## src/hw/rtl/sfp_pkg.sv

```systemverilog
// Shared types and constants for the sensor frame parser.
package sfp_pkg;

  localparam int FracBitsDefault = 16;
  localparam int DivBits = 44;
  localparam int AddrBits = 5;

  localparam logic [7:0] HeaderReset = 8'hA5;
  localparam logic [15:0] GapReset = 16'd10;
  localparam logic [15:0] MinReset = 16'd5;
  localparam logic [15:0] MaxReset = 16'd200;
  localparam logic [16:0] PosWeightReset = 17'd36045;
  localparam logic [16:0] VelWeightReset = 17'd29491;

  localparam logic [2:0] REG_HEADER = 3'd0;
  localparam logic [2:0] REG_GAP = 3'd1;
  localparam logic [2:0] REG_MIN = 3'd2;
  localparam logic [2:0] REG_MAX = 3'd3;
  localparam logic [2:0] REG_POS_W = 3'd4;
  localparam logic [2:0] REG_VEL_W = 3'd5;

  typedef enum logic [1:0] {
    KIND_SAMPLE = 2'd0,
    KIND_REJECT = 2'd1,
    KIND_FAULT  = 2'd2
  } kind_t;

  typedef struct packed {
    logic [7:0]  header_byte;
    logic [15:0] gap_timeout_ms;
    logic [15:0] min_interval_ms;
    logic [15:0] max_interval_ms;
    logic [16:0] position_weight;
    logic [16:0] velocity_weight;
  } cfg_t;

  typedef struct packed {
    logic  take;
    logic  reject;
    logic  conv_p;
    logic  conv_v;
    logic  seed;
    logic  mul_p;
    logic  add_p;
    logic  reload_v;
    logic  div_init;
    logic  div_step;
    logic  div_done;
    logic  mul_v;
    logic  add_v;
    logic  finish;
    logic  load_out;
    kind_t kind;
  } cmd_t;

  typedef struct packed {
    logic frame_done;
    logic nonfinite;
    logic seeded;
    logic in_window;
    logic above_max;
    logic div_last;
  } sts_t;

endpackage

```

## src/hw/rtl/sfp_regs.sv

```systemverilog
// Configuration register file behind the APB-style port.
module sfp_regs import sfp_pkg::*; (
  input  logic                clk,
  input  logic                rst,
  input  logic                psel,
  input  logic                penable,
  input  logic                pwrite,
  input  logic [AddrBits-1:0] paddr,
  input  logic [31:0]         pwdata,
  output logic [31:0]         prdata,
  output cfg_t                cfg
);

  logic [2:0] idx;
  logic       wr;

  assign idx = paddr[AddrBits-1:2];
  assign wr = psel & penable & pwrite;

  always_ff @(posedge clk) begin
    if (rst) begin
      cfg.header_byte <= HeaderReset;
      cfg.gap_timeout_ms <= GapReset;
      cfg.min_interval_ms <= MinReset;
      cfg.max_interval_ms <= MaxReset;
      cfg.position_weight <= PosWeightReset;
      cfg.velocity_weight <= VelWeightReset;
    end else if (wr) begin
      case (idx)
        REG_HEADER: cfg.header_byte <= pwdata[7:0];
        REG_GAP:    cfg.gap_timeout_ms <= pwdata[15:0];
        REG_MIN:    cfg.min_interval_ms <= pwdata[15:0];
        REG_MAX:    cfg.max_interval_ms <= pwdata[15:0];
        REG_POS_W:  cfg.position_weight <= pwdata[16:0];
        REG_VEL_W:  cfg.velocity_weight <= pwdata[16:0];
        default: ;
      endcase
    end
  end

  always_comb begin
    case (idx)
      REG_HEADER: prdata = {24'd0, cfg.header_byte};
      REG_GAP:    prdata = {16'd0, cfg.gap_timeout_ms};
      REG_MIN:    prdata = {16'd0, cfg.min_interval_ms};
      REG_MAX:    prdata = {16'd0, cfg.max_interval_ms};
      REG_POS_W:  prdata = {15'd0, cfg.position_weight};
      REG_VEL_W:  prdata = {15'd0, cfg.velocity_weight};
      default:    prdata = 32'd0;
    endcase
  end

endmodule

```

## src/hw/rtl/sfp_dp.sv

```systemverilog
// Datapath: byte framing, float conversion, smoothing and the rate divider.
module sfp_dp import sfp_pkg::*; #(
  parameter int FRAC_BITS = FracBitsDefault
) (
  input  logic        clk,
  input  logic        rst,
  input  cfg_t        cfg,
  input  cmd_t        cmd,
  output sts_t        sts,
  input  logic [7:0]  rx_byte,
  input  logic [31:0] now_ms,
  input  logic        line_fault,
  output logic [1:0]  report_kind,
  output logic [31:0] position_fx,
  output logic [31:0] velocity_mm_s,
  output logic [31:0] frames_published,
  output logic [31:0] faults_seen
);

  logic [3:0]         frame_pos;
  logic [7:0]         payload [8];
  logic [31:0]        last_byte_time;
  logic               seeded;
  logic signed [31:0] sp;
  logic signed [31:0] sv;
  logic [31:0]        last_sample_time;
  logic [31:0]        pub_cnt;
  logic [31:0]        fault_cnt;

  logic [31:0]        now_r;
  logic [31:0]        dt_r;
  logic signed [31:0] pos_r;
  logic signed [31:0] vel_r;
  logic signed [31:0] prev_r;
  logic signed [31:0] der_r;
  logic signed [50:0] prod_r;
  logic [DivBits-1:0] dq;
  logic [16:0]        rem;
  logic               neg_r;
  logic [5:0]         cnt;

  logic        gap;
  logic [3:0]  fp_eff;
  logic [31:0] word_p;
  logic [31:0] word_v;
  logic [31:0] conv_in;
  logic signed [31:0] conv_out;
  logic [15:0] lo;

  assign gap = (frame_pos != 4'd0) && ((now_ms - last_byte_time) > {16'd0, cfg.gap_timeout_ms});
  assign fp_eff = gap ? 4'd0 : frame_pos;
  assign word_p = {payload[3], payload[2], payload[1], payload[0]};
  assign word_v = {payload[7], payload[6], payload[5], payload[4]};
  assign lo = (cfg.min_interval_ms == 16'd0) ? 16'd1 : cfg.min_interval_ms;

  assign sts.frame_done = !line_fault && (fp_eff == 4'd8);
  assign sts.nonfinite = (word_p[30:23] == 8'hFF) || (word_v[30:23] == 8'hFF);
  assign sts.seeded = seeded;
  assign sts.in_window = (dt_r >= {16'd0, lo}) && (dt_r <= {16'd0, cfg.max_interval_ms});
  assign sts.above_max = dt_r > {16'd0, cfg.max_interval_ms};
  assign sts.div_last = (cnt == 6'(DivBits - 1));

  // Float to fixed point millimetres, round half away from zero, saturate.
  assign conv_in = cmd.conv_v ? word_v : word_p;
  always_comb begin
    logic [7:0]         ex;
    logic [63:0]        mant;
    logic signed [11:0] sh;
    logic [5:0]         rr;
    logic [63:0]        mag;
    ex = conv_in[30:23];
    mant = {40'd0, (ex != 8'd0), conv_in[22:0]} * 64'd10;
    if (ex == 8'd0) ex = 8'd1;
    sh = $signed({4'd0, ex}) - 12'sd150 + 12'(FRAC_BITS);
    rr = 6'((-sh) & 12'sh3F);
    if (sh >= 12'sd8) mag = 64'd1 << 40;
    else if (sh >= 12'sd0) mag = mant << sh[2:0];
    else if (sh <= -12'sd40) mag = 64'd0;
    else mag = (mant + (64'd1 << (rr - 6'd1))) >> rr;
    if (conv_in[31]) begin
      if (mag >= 64'h8000_0000) conv_out = 32'sh8000_0000;
      else conv_out = 32'(-$signed(mag));
    end else begin
      if (mag > 64'h7FFF_FFFF) conv_out = 32'sh7FFF_FFFF;
      else conv_out = mag[31:0];
    end
  end

  // Blend step: cur plus rounded product, saturated.
  logic signed [31:0] blend_out;
  always_comb begin
    logic signed [51:0] p;
    logic signed [51:0] r;
    logic signed [51:0] s;
    p = 52'(prod_r);
    if (!p[51]) r = (p + 52'sd32768) >>> 16;
    else r = -(((-p) + 52'sd32768) >>> 16);
    s = (cmd.add_v ? 52'(sv) : 52'(sp)) + r;
    if (s > 52'sh7FFF_FFFF) blend_out = 32'sh7FFF_FFFF;
    else if (s < -52'sh8000_0000) blend_out = 32'sh8000_0000;
    else blend_out = s[31:0];
  end

  logic [16:0] wp;
  logic [16:0] wv;
  assign wp = (cfg.position_weight > 17'd65536) ? 17'd65536 : cfg.position_weight;
  assign wv = (cfg.velocity_weight > 17'd65536) ? 17'd65536 : cfg.velocity_weight;

  logic signed [32:0] mul_a;
  logic signed [17:0] mul_b;
  assign mul_a = cmd.mul_v ? (33'(der_r) - 33'(sv)) : (33'(pos_r) - 33'(sp));
  assign mul_b = $signed({1'b0, cmd.mul_v ? wv : wp});

  logic signed [43:0] num;
  logic [43:0]        num_mag;
  assign num = 44'(33'(sp) - 33'(prev_r)) * 44'sd1000;
  assign num_mag = num[43] ? 44'(-num) : 44'(num);

  logic [16:0] rem_sh;
  assign rem_sh = {rem[15:0], dq[DivBits-1]};

  logic signed [31:0] q_sat;
  always_comb begin
    if (neg_r) q_sat = (dq > 44'h8000_0000) ? 32'sh8000_0000 : 32'(-$signed(dq));
    else q_sat = (dq > 44'h7FFF_FFFF) ? 32'sh7FFF_FFFF : dq[31:0];
  end

  always_ff @(posedge clk) begin
    if (rst) begin
      frame_pos <= 4'd0;
      for (int i = 0; i < 8; i++) payload[i] <= 8'd0;
      last_byte_time <= 32'd0;
      seeded <= 1'b0;
      sp <= 32'sd0;
      sv <= 32'sd0;
      last_sample_time <= 32'd0;
      pub_cnt <= 32'd0;
      fault_cnt <= 32'd0;
      cnt <= 6'd0;
    end else begin
      if (cmd.take) begin
        now_r <= now_ms;
        dt_r <= now_ms - last_sample_time;
        if (line_fault) begin
          fault_cnt <= fault_cnt + 32'd1;
          frame_pos <= 4'd0;
        end else begin
          last_byte_time <= now_ms;
          if (fp_eff == 4'd0) begin
            frame_pos <= (rx_byte == cfg.header_byte) ? 4'd1 : 4'd0;
          end else begin
            payload[3'(fp_eff - 4'd1)] <= rx_byte;
            frame_pos <= (fp_eff == 4'd8) ? 4'd0 : fp_eff + 4'd1;
          end
        end
      end
      if (cmd.reject) fault_cnt <= fault_cnt + 32'd1;
      if (cmd.conv_p) pos_r <= conv_out;
      if (cmd.conv_v) vel_r <= conv_out;
      if (cmd.seed) begin
        seeded <= 1'b1;
        sp <= pos_r;
        sv <= conv_out;
      end
      if (cmd.mul_p || cmd.mul_v) prod_r <= 51'(mul_a * mul_b);
      if (cmd.mul_p) prev_r <= sp;
      if (cmd.add_p) sp <= blend_out;
      if (cmd.add_v) sv <= blend_out;
      if (cmd.reload_v) sv <= vel_r;
      if (cmd.div_init) begin
        dq <= num_mag + {28'd0, dt_r[15:1]};
        neg_r <= num[43];
        rem <= 17'd0;
        cnt <= 6'd0;
      end
      if (cmd.div_step) begin
        cnt <= cnt + 6'd1;
        if (rem_sh >= {1'b0, dt_r[15:0]}) begin
          rem <= rem_sh - {1'b0, dt_r[15:0]};
          dq <= {dq[DivBits-2:0], 1'b1};
        end else begin
          rem <= rem_sh;
          dq <= {dq[DivBits-2:0], 1'b0};
        end
      end
      if (cmd.div_done) der_r <= q_sat;
      if (cmd.finish) begin
        last_sample_time <= now_r;
        pub_cnt <= pub_cnt + 32'd1;
      end
    end
  end

  always_ff @(posedge clk) begin
    if (cmd.load_out) begin
      report_kind <= cmd.kind;
      position_fx <= sp;
      velocity_mm_s <= sv;
      frames_published <= pub_cnt;
      faults_seen <= fault_cnt;
    end
  end

endmodule

```

## src/hw/rtl/sfp_ctrl.sv

```systemverilog
// Controller state machine sequencing the datapath for each beat.
module sfp_ctrl import sfp_pkg::*; (
  input  logic clk,
  input  logic rst,
  input  logic rx_valid,
  output logic rx_ready,
  input  logic line_fault,
  output logic rpt_valid,
  input  logic rpt_ready,
  input  sts_t sts,
  output cmd_t cmd
);

  typedef enum logic [11:0] {
    S_IDLE     = 12'b0000_0000_0001,
    S_CONV_P   = 12'b0000_0000_0010,
    S_CONV_V   = 12'b0000_0000_0100,
    S_MUL_P    = 12'b0000_0000_1000,
    S_ADD_P    = 12'b0000_0001_0000,
    S_DIV_INIT = 12'b0000_0010_0000,
    S_DIV_RUN  = 12'b0000_0100_0000,
    S_DIV_END  = 12'b0000_1000_0000,
    S_MUL_V    = 12'b0001_0000_0000,
    S_ADD_V    = 12'b0010_0000_0000,
    S_FINISH   = 12'b0100_0000_0000,
    S_PUB      = 12'b1000_0000_0000
  } state_t;

  state_t state;
  state_t state_next;
  kind_t  kind;
  kind_t  kind_next;
  logic   rpt_valid_next;

  assign rx_ready = (state == S_IDLE);

  always_comb begin
    state_next = state;
    kind_next = kind;
    cmd = '0;
    cmd.kind = kind;
    case (state)
      S_IDLE: begin
        if (rx_valid) begin
          cmd.take = 1'b1;
          if (line_fault) begin
            kind_next = KIND_FAULT;
            state_next = S_PUB;
          end else if (sts.frame_done) begin
            state_next = S_CONV_P;
          end
        end
      end
      S_CONV_P: begin
        if (sts.nonfinite) begin
          cmd.reject = 1'b1;
          kind_next = KIND_REJECT;
          state_next = S_PUB;
        end else begin
          cmd.conv_p = 1'b1;
          state_next = S_CONV_V;
        end
      end
      S_CONV_V: begin
        cmd.conv_v = 1'b1;
        if (!sts.seeded) begin
          cmd.seed = 1'b1;
          state_next = S_FINISH;
        end else begin
          state_next = S_MUL_P;
        end
      end
      S_MUL_P: begin
        cmd.mul_p = 1'b1;
        state_next = S_ADD_P;
      end
      S_ADD_P: begin
        cmd.add_p = 1'b1;
        if (sts.in_window) begin
          state_next = S_DIV_INIT;
        end else begin
          cmd.reload_v = sts.above_max;
          state_next = S_FINISH;
        end
      end
      S_DIV_INIT: begin
        cmd.div_init = 1'b1;
        state_next = S_DIV_RUN;
      end
      S_DIV_RUN: begin
        cmd.div_step = 1'b1;
        if (sts.div_last) state_next = S_DIV_END;
      end
      S_DIV_END: begin
        cmd.div_done = 1'b1;
        state_next = S_MUL_V;
      end
      S_MUL_V: begin
        cmd.mul_v = 1'b1;
        state_next = S_ADD_V;
      end
      S_ADD_V: begin
        cmd.add_v = 1'b1;
        state_next = S_FINISH;
      end
      S_FINISH: begin
        cmd.finish = 1'b1;
        kind_next = KIND_SAMPLE;
        state_next = S_PUB;
      end
      S_PUB: begin
        if (!rpt_valid || rpt_ready) begin
          cmd.load_out = 1'b1;
          state_next = S_IDLE;
        end
      end
      default: state_next = S_IDLE;
    endcase
  end

  always_comb begin
    rpt_valid_next = rpt_valid;
    if (rpt_valid && rpt_ready) rpt_valid_next = 1'b0;
    if (cmd.load_out) rpt_valid_next = 1'b1;
  end

  always_ff @(posedge clk) begin
    if (rst) begin
      state <= S_IDLE;
      kind <= KIND_SAMPLE;
      rpt_valid <= 1'b0;
    end else begin
      state <= state_next;
      kind <= kind_next;
      rpt_valid <= rpt_valid_next;
    end
  end

endmodule

```

## src/hw/rtl/sensor_frame_parser_with_smoothing.sv

```systemverilog
// Top level of the sensor frame parser with position and velocity smoothing.
// A byte beat that does not end a frame is taken in S_IDLE; a line fault beat also passes S_PUB.
// The ninth byte of a frame is checked in S_CONV_P and, if rejected, reported unconverted; else both
// words are converted and the first sample seeds the filter, later ones pass the smoothing states
// and, when the sample interval lies in the window, the 44-step restoring divider that forms
// the derived velocity one quotient bit per cycle. The next byte is taken once the report has
// moved into the output register, which holds it until taken.
module sensor_frame_parser_with_smoothing import sfp_pkg::*; #(
  parameter int FRAC_BITS = FracBitsDefault
) (
  input  logic                clk,
  input  logic                rst,
  input  logic                psel,
  input  logic                penable,
  input  logic                pwrite,
  input  logic [AddrBits-1:0] paddr,
  input  logic [31:0]         pwdata,
  output logic [31:0]         prdata,
  output logic                pready,
  input  logic                rx_valid,
  output logic                rx_ready,
  input  logic [7:0]          rx_byte,
  input  logic [31:0]         now_ms,
  input  logic                line_fault,
  output logic                rpt_valid,
  input  logic                rpt_ready,
  output logic [1:0]          report_kind,
  output logic signed [31:0]  position_fx,
  output logic signed [31:0]  velocity_mm_s,
  output logic [31:0]         frames_published,
  output logic [31:0]         faults_seen
);

  cfg_t cfg;
  cmd_t cmd;
  sts_t sts;

  assign pready = 1'b1;

  sfp_regs u_regs (
    .clk(clk), .rst(rst), .psel(psel), .penable(penable), .pwrite(pwrite),
    .paddr(paddr), .pwdata(pwdata), .prdata(prdata), .cfg(cfg)
  );

  sfp_ctrl u_ctrl (
    .clk(clk), .rst(rst), .rx_valid(rx_valid), .rx_ready(rx_ready),
    .line_fault(line_fault), .rpt_valid(rpt_valid), .rpt_ready(rpt_ready),
    .sts(sts), .cmd(cmd)
  );

  sfp_dp #(.FRAC_BITS(FRAC_BITS)) u_dp (
    .clk(clk), .rst(rst), .cfg(cfg), .cmd(cmd), .sts(sts),
    .rx_byte(rx_byte), .now_ms(now_ms), .line_fault(line_fault),
    .report_kind(report_kind), .position_fx(position_fx),
    .velocity_mm_s(velocity_mm_s), .frames_published(frames_published),
    .faults_seen(faults_seen)
  );

endmodule

```

## config.mk

```make
export PLATFORM = sky130hd
export DESIGN_NAME = sensor_frame_parser_with_smoothing
export DESIGN_NICKNAME = d
export VERILOG_FILES = /design/src/hw/rtl/sfp_pkg.sv /design/src/hw/rtl/sfp_regs.sv /design/src/hw/rtl/sfp_dp.sv /design/src/hw/rtl/sfp_ctrl.sv /design/src/hw/rtl/sensor_frame_parser_with_smoothing.sv
export SDC_FILE = /design/constraint.sdc
export NUM_CORES = 2
export LEC_CHECK = 0
export ABC_CLOCK_PERIOD_IN_PS = 10910
export BUFFER_PORTS_ARGS = -buffer_cell sky130_fd_sc_hd__buf_4
export CAP_MARGIN = 20
export CORE_AREA = 2 2 413 415
export DETAILED_ROUTE_END_ITERATION = 16
export DIE_AREA = 0 0 415 417
export GPL_TIMING_DRIVEN = 0
export PLACE_DENSITY = 0.73
export SKIP_LAST_GASP = 1
export SYNTH_ARGS = -nofsm -noshare
export SYNTH_HDL_FRONTEND = slang
export SYNTH_SLANG_ARGS = --single-unit
```

## constraint.sdc

```tcl
create_clock -name clk -period 10.91 [get_ports clk]
set_clock_uncertainty 0.05 [all_clocks]
set_input_delay 1.6365 -clock clk [delete_from_list [all_inputs] [get_ports clk]]
set_output_delay 1.6365 -clock clk [all_outputs]
set_load 0.005 [all_outputs]
```

# Word-level counts from Yosys, hierarchy flattened
# Memories as Yosys holds them, arrays and structs flattened.
# Cells that the tools add are included.
totals:
  mem_count: 1
  ram_bits: 64
  input_bits: 85
  word_cells: 240
  output_inout_bits: 165
  regBits: 742
mem_list:
  columns: ["name", "depth", "width", "read_ports", "rd_clocked_by_memory_dff", "wr", "line", "source"]
  rows:
  - ["u_dp.payload", 8, 8, 8, 0, 8, "sfp_dp.sv:21", "logic [7:0] payload [8];"]
classes:
  shifts: 3
  n_eq_ne: 28
  n_mux: 86
  magnitude_cmp: 16
  bitwise_logic: 4
  n_reduce_logical: 41
  add_sub_neg: 25
  mul: 3
ops:
  columns: ["cell", "n"]
  rows:
  - ["2-to-1 mux 32 bit", 17]
  - ["2-to-1 mux 64 bit", 3]
  - ["one-hot mux 12 bit (12 select lines)", 1]
  - ["2-to-1 mux 44 bit", 3]
  - ["2-to-1 mux 52 bit", 2]
  - ["one-hot mux 17 bit (6 select lines)", 1]
  - ["subtractor 32 x 32 -> 33 bit", 3]
  - ["2-to-1 mux 12 bit", 6]
  - ["adder 28 x 64 -> 64 bit", 1]
  - ["adder 32 x 1 -> 32 bit (second input constant)", 2]
  - [">= comparator 64 x 32 -> 1 bit (second input constant)", 1]
  - ["greater-than comparator 32 x 16 -> 1 bit", 2]
  - ["greater-than comparator 64 x 31 -> 1 bit (second input constant)", 1]
  - ["2-to-1 mux 16 bit", 4]
  - ["negation 32 bit", 2]
  - ["<< shifter 1 x 6 -> 64 bit (first input constant)", 1]
  - ["<< shifter 28 x 3 -> 64 bit", 1]
  - [">> shifter 64 x 6 -> 64 bit", 1]
  - ["subtractor 32 bit", 2]
  - ["adder 51 x 17 -> 52 bit (second input constant)", 1]
  - ["adder 52 x 17 -> 52 bit (second input constant)", 1]
  - ["adder 52 bit", 1]
  - ["greater-than comparator 52 x 32 -> 1 bit (second input constant)", 1]
  - ["less-than comparator 52 x 32 -> 1 bit (second input constant)", 1]
  - ["72 further kinds", 147]

# Longest topological paths before layout
logic_depth:
  word_depth: 21
  depth_mapped: 57
  mapped_depth_nobuf: 53

# Cells and area by module
# From an unflattened synthesis, not the netlist that was laid out.
unflattened:
  cells_unflattened: 9976
  area_unflattened_um2: 86012.5
by_module_without_submodules:
  columns: ["module", "cells_each", "area_per_inst_um2", "n_inst", "seq_area_each_um2"]
  rows:
  - ["sfp_dp", 9354, 80468.4, 1, 19018.2]
  - ["sfp_regs", 507, 4528.1, 1, 1801.7]
  - ["sfp_ctrl", 113, 1004.7, 1, 300.3]
  - ["sensor_frame_parser_with_smoothing", 2, 11.3, 1, 0.0]

# Least setup slack after synthesis
# OpenSTA, ideal clock, no wires.
synth_path:
  kind: "flip-flop to flip-flop"
  startpoint: "register u_dp.prev_r[1]"
  endpoint: "register u_dp.dq[40] (data pin)"
  path_stages_with_launch: 54
  required_ns: 10.590
  n_path_buf: 4
  t_arrival_ns: 11.445
  slack_ns: -0.855
  setup_time_ns: 0.270
  period_less_slack_ns: 11.765
  path_cell_list: "edfxtp_1 -> inv_1 -> ha_1 -> nor2b_1 -> o21ai_0 -> a21boi_0 -> o21ai_0 -> a21boi_0 -> o21ai_0 -> a21oi_1 -> nand4b_1 -> and2_1 -> a21o_1 -> a21oi_1 -> xnor2_1 -> inv_1 -> fa_1 -> inv_1 -> [18 not listed] -> o21ai_0 -> ha_1 -> a21o_1 -> a21oi_1 -> o21bai_1 -> a21oi_1 -> o21bai_1 -> a21oi_1 -> nor2b_1 -> o21a_1 -> o21a_1 -> o41ai_1 -> a221o_1 -> nand4bb_1 -> or4_1 -> nor4b_1 -> xor2_1 -> a21oi_1"
synth_between:
  word_cells_on_any_way: 7
  cone_classes: "3 x add/sub; 1 x mul; 3 x mux"
synth_rtl:
  columns: ["item", "line", "source"]
  rows:
  - ["start, declared", "sfp_dp.sv:34", "logic signed [31:0] prev_r;"]
  - ["start signal, assigned", "sfp_dp.sv:166", "if (cmd.mul_p) prev_r <= sp;"]
  - ["subtractor 32 x 32 -> 33 bit", "sfp_dp.sv:116", "assign num = 44'(33'(sp) - 33'(prev_r)) * 44'sd1000;"]
  - ["multiplier 44 x 8 -> 41 bit", "sfp_dp.sv:116", null]
  - ["via u_dp.num[43]", "sfp_dp.sv:114", "logic signed [43:0] num;"]
  - ["2-to-1 mux 44 bit", "sfp_dp.sv:117", "assign num_mag = num[43] ? 44'(-num) : 44'(num);"]
  - ["adder 44 x 15 -> 44 bit", "sfp_dp.sv:171", "dq <= num_mag + {28'd0, dt_r[15:1]};"]
  - ["2-to-1 mux 44 bit", "sfp_dp.sv:170", "if (cmd.div_init) begin"]
  - ["2-to-1 mux 44 bit", "sfp_dp.sv:176", "if (cmd.div_step) begin"]
  - ["end signal, assigned", "sfp_dp.sv:171", null]
  - ["end signal, assigned", "sfp_dp.sv:180", "dq <= {dq[DivBits-2:0], 1'b1};"]
  - ["end signal, assigned", "sfp_dp.sv:183", "dq <= {dq[DivBits-2:0], 1'b0};"]
  - ["end, declared", "sfp_dp.sv:37", "logic [DivBits-1:0] dq;"]
# The timed path passes the listed nets, and every way through them passes these cells. The select of a mux whose other input is x is not followed.
# A chain may end at the register's enable or synchronous reset.

# Worst setup path after layout
layout_path:
  startpoint: "register u_dp.sp[1]"
  endpoint: "register u_dp.dq[36] (data pin)"
layout_between:
  elab_chain_len: 7
layout_lines:
  columns: ["item", "line", "source"]
  rows:
  - ["start, declared", "sfp_dp.sv:24", "logic signed [31:0] sp;"]
  - ["start signal, assigned", "sfp_dp.sv:162", "sp <= pos_r;"]
  - ["start signal, assigned", "sfp_dp.sv:167", "if (cmd.add_p) sp <= blend_out;"]
  - ["subtractor 32 x 32 -> 33 bit *", "sfp_dp.sv:116", null]
  - ["multiplier 44 x 8 -> 41 bit *", "sfp_dp.sv:116", null]
  - ["negation 44 bit", "sfp_dp.sv:117", null]
  - ["2-to-1 mux 44 bit *", "sfp_dp.sv:117", null]
  - ["adder 44 x 15 -> 44 bit *", "sfp_dp.sv:171", null]
  - ["2-to-1 mux 44 bit *", "sfp_dp.sv:170", null]
  - ["2-to-1 mux 44 bit *", "sfp_dp.sv:176", null]
# Every way passes the cells marked *; elsewhere a longest branch is shown, timed or not. The select of a mux whose other input is x is not followed.

==> summary.md <==
| Metric | Value |
|---|---|
| Outcome | finished, violations left |
| Final Hold Fails | 0 |
| H-tree level count | 3 |
| GPL Wtd Cong | around 1.0 |
| Area delta synth->final | 15.0% |
| Insertion delay to the later sink of the worst-skew pair | about 780 ps |
| Height of the chip | approximately 420 µm |
| Post-DP Area | about 89000 µm² |
| DRT Wirelength | ~310000 µm |
| Vias | 77500 |
| Cell Pwr Density | 135 nW/µm² |
| First-pass GRT wire length | 460000 µm |
| Worst Setup Start Kind | register |
| Flops & latches, synth | ~800 |
| TritonCTS Buffers | 90 |
| Slowest cell delay on critical path | ~600 ps |
| Clk slew on worst S/H paths | approximately 60 ps |
| Io pins | 250 |
| Leakage | 40.2 nW |
| CORE AREA | ~170000 µm² |
| Most frequent cells in the layout | nand2_1, inv_1, nor2_1 |
| Starting Density | 49.7% |
| Fin crit period | ~11000 ps |
| Total GRT Usage | between 30% and 40% |
| CTS tree | built |
| Placed wire-length estimate | roughly 250000 µm |
| Worst-path maximum fanout | 6 |
| DRC viols | 0 |
| Wire per inst | approximately 25 µm |
| CP most frequent cell | o21a_1 |
| Fill cells | 15000 |
| Antenna violations before repair | 24 |
| Sinks on Clock Net | roughly 810 |
| Layout cells sized above 1 | between 10% and 20% |
| Worst Path Arrival | roughly 12000 ps |
| Failing checks | negative setup slack |
| Setup crit start | u_dp.sp[1] |
| Root Buffer | clkbuf_16 |
| Layout Nets | around 12000 |
| Fin crit share | 103% |
| Reg-to-reg startpoint | u_dp.sp[1] |
| Clock tree buffer depth | 3 |
| Synthesized area per cell | ~8.6 µm² |
| Commonest non-fill, non-tap cell in the layout | nand2_1 |
| Fin worst setup slack | -345 ps |
| Worst vdd ir | ~0.19 mV |
| CP Capture Type | register |
| Type of the worst setup path | reg -> reg |
| Critical Path RT | 11370 ps |
| Top_reg_cell synth | edfxtp_1 |
| Die ar. | roughly 170000 µm² |
| Grt ovf | 0 |
| Critical-path top delay cell | or4_4 |
| DRT iter0 DRCs | 8218 |
| Worst min-delay path class | reg -> reg |
| R2r setup slk | -340 ps |
| Vias in the first global route | 75200 |
| Power, Total | 0.0130 W |
| Mapped Area | 83700 µm² |
| Max-slew violations | 0 |
| Die Wd | between 400 and 500 µm |
| RSZ-0062 raised after global routing | true |
| Register area | about 21000 µm² |
| Max_slew headroom | a little under a fifth |
| Seq/Total Area, Yosys | about 25% |
| CP endpoint | u_dp.dq[36] |
| Cells after Synth | about 10000 |
| Max Cap Viol | 0 |
| Via density per instance | between 6 and 7 |
| Post-route cell area | 96300 µm² |
| Cts hold-fix bufs | 0 |
| Drt pass-1 iters | 7 |
| Port Buf Inserts | about 220 |
| Yosys cell types | ~110 |
| Rows | roughly 150 |
| Post-synth EDFFs | approximately 500 |
| Worst Max-Slew Pin Slew | around 1200 ps |
| Finish-stage setup viols | 13 |
| Yosys warns | 0 |
| Largest net degree at the start of global routing | 35 |
| FFs w/ async S/R, synth | 0% |
| Final ANT Viol Nets | 0 |
| R2R depth | 50 |
| Max Fclk | 88.9 MHz |
| Reg2reg end | u_dp.dq[36] |
| Multi-input gate area | around 59000 µm² |
-- how the worst min path moves through the flow --
stage | slack [ps] | cells after the start | end | from
5_1_grt | 420 | 0 | u_dp.frames_published[31] | u_dp.pub_cnt[31]
4_1_cts | 400 | 0 | u_dp.frames_published[31] | u_dp.pub_cnt[31]
3_3_place_gp | 370 | 0 | u_dp.frames_published[31] | u_dp.pub_cnt[31]
3_5_place_dp | 380 | 0 | u_dp.frames_published[31] | u_dp.pub_cnt[31]
6_report | 400 | 0 | u_dp.frames_published[31] | u_dp.pub_cnt[31]
2_1_floorplan | 360 | 0 | u_dp.report_kind[0] | u_ctrl.kind[0]
-- logic make-up after synthesis --
| logic type | count (synthesis) | share of synthesized area [%] |
|---|---|---|
| flops | 806 | 25.2 |
| simple gates | 3403 | 19.0 |
| mux | 166 | 2.16 |
| fa+ha+maj | 1275 | 25.1 |
| compound gates | 2101 | 16.4 |
| buf+inv | 1517 | 6.91 |
| other cells | 2 | 0.00897 |
| xor+xnor | 489 | 5.15 |
-- final cells by class --
cell class,count,area share (%)
clock inverter,42,0.630
timing repair buffer,449,3.77
clock buffer,126,2.72
sequential,806,22.0
tap,2218,2.88
buffer,405,1.98
multi-input combinational,7451,61.8
inverter,1084,4.24
antenna,12,0.0312
-- metrics by stage --
step	setup TNS, ps	std cells	hold WS, ps	worst slack [ps]	util [%]
floorplan	0	9773	359	35.8	-
global placement	-637940	12200	370	-4200	52.4
detailed placement	-445430	12300	384	-4290	52.8
CTS	-1530	12500	401	-249	56.0
global route	-7880	12600	420	-697	57.1
finish	-1910	12600	400	-345	57.1
-- cells in the mapped netlist, types with 18 or more instances --
cell type  instances  area, µm²
a211o_1           32        280
a211oi_1          65        488
a21boi_0          28        210
a21o_1           169       1270
a21oi_1          589       2950
a221oi_1          24        210
a22o_1            32        280
a22oi_1           95        713
a31oi_1           74        463
and2_1            81        507
and3_1            77        482
and4_1            28        245
buf_1             41        154
clkbuf_1         360       1350
dfxtp_1          308       6170
edfxtp_1         498      15000
fa_1             671      13400
ha_1             604       7560
inv_1           1078       4050
mux2_2            27        304
mux2i_1          130       1300
nand2_1         1279       4800
nand2b_1         113        707
nand3_1          204       1020
nand4_1           76        475
nor2_1           808       3030
nor2b_1          132        826
nor3_1           202       1010
nor3b_1           24        180
nor4_1           105        657
o211ai_1          62        465
o21a_1            99        743
o21ai_0          394       1970
o21ai_1           21        105
o21bai_1          46        345
o221ai_1          18        158
o22ai_1           24        150
o311ai_0          36        315
o31a_1            27        236
o31ai_1           54        405
or2_2             54        338
or3_1            110        688
or4_1             28        210
xnor2_1          328       2870
xor2_1           158       1380
-- report_power, final --
part	switching, W	internal [W]	leakage, nW
logic	0.00372	0.00244	31.6
clock network	0.00142	0.00190	1.56
registers	0.0000408	0.00348	7.03
total	0.00518	0.00781	40.2
-- registers in the layout, summed over array words and instances (netlist names), 44 cells and up --
name          count
u_dp.prod_r      51
u_dp.dq          44
u_regs.cfg       90
u_dp.payload     64
-- repair_timing --
item | CTS | global route
resized for setup | 423 | 288
setup buffers | 88 | 96
pin swaps | 122 | 196
cloned | 0 | 2
setup endpoints to repair | 154 | 162
-- critical path: cells and delay by family, from the launching register on --
kind            cells  cell delay, ps
xor+xnor            3             390
fa+ha+maj           7            2790
compound gates     24            4280
buf+inv             4             430
flops               1             450
simple gates       12            2620
-- metal layers --
layer	wire length [µm]	vias to the layer above	global-route usage, %	share of wire (%)
met5	115	-	0	0.037
met4	17300	20	16.4	5.6
met3	35300	827	9.82	11
met2	134000	3968	53.1	43
met1	122000	37900	45.5	40
li1	-	34800	-	-
Note: power is estimated with default switching activity, not from simulation.
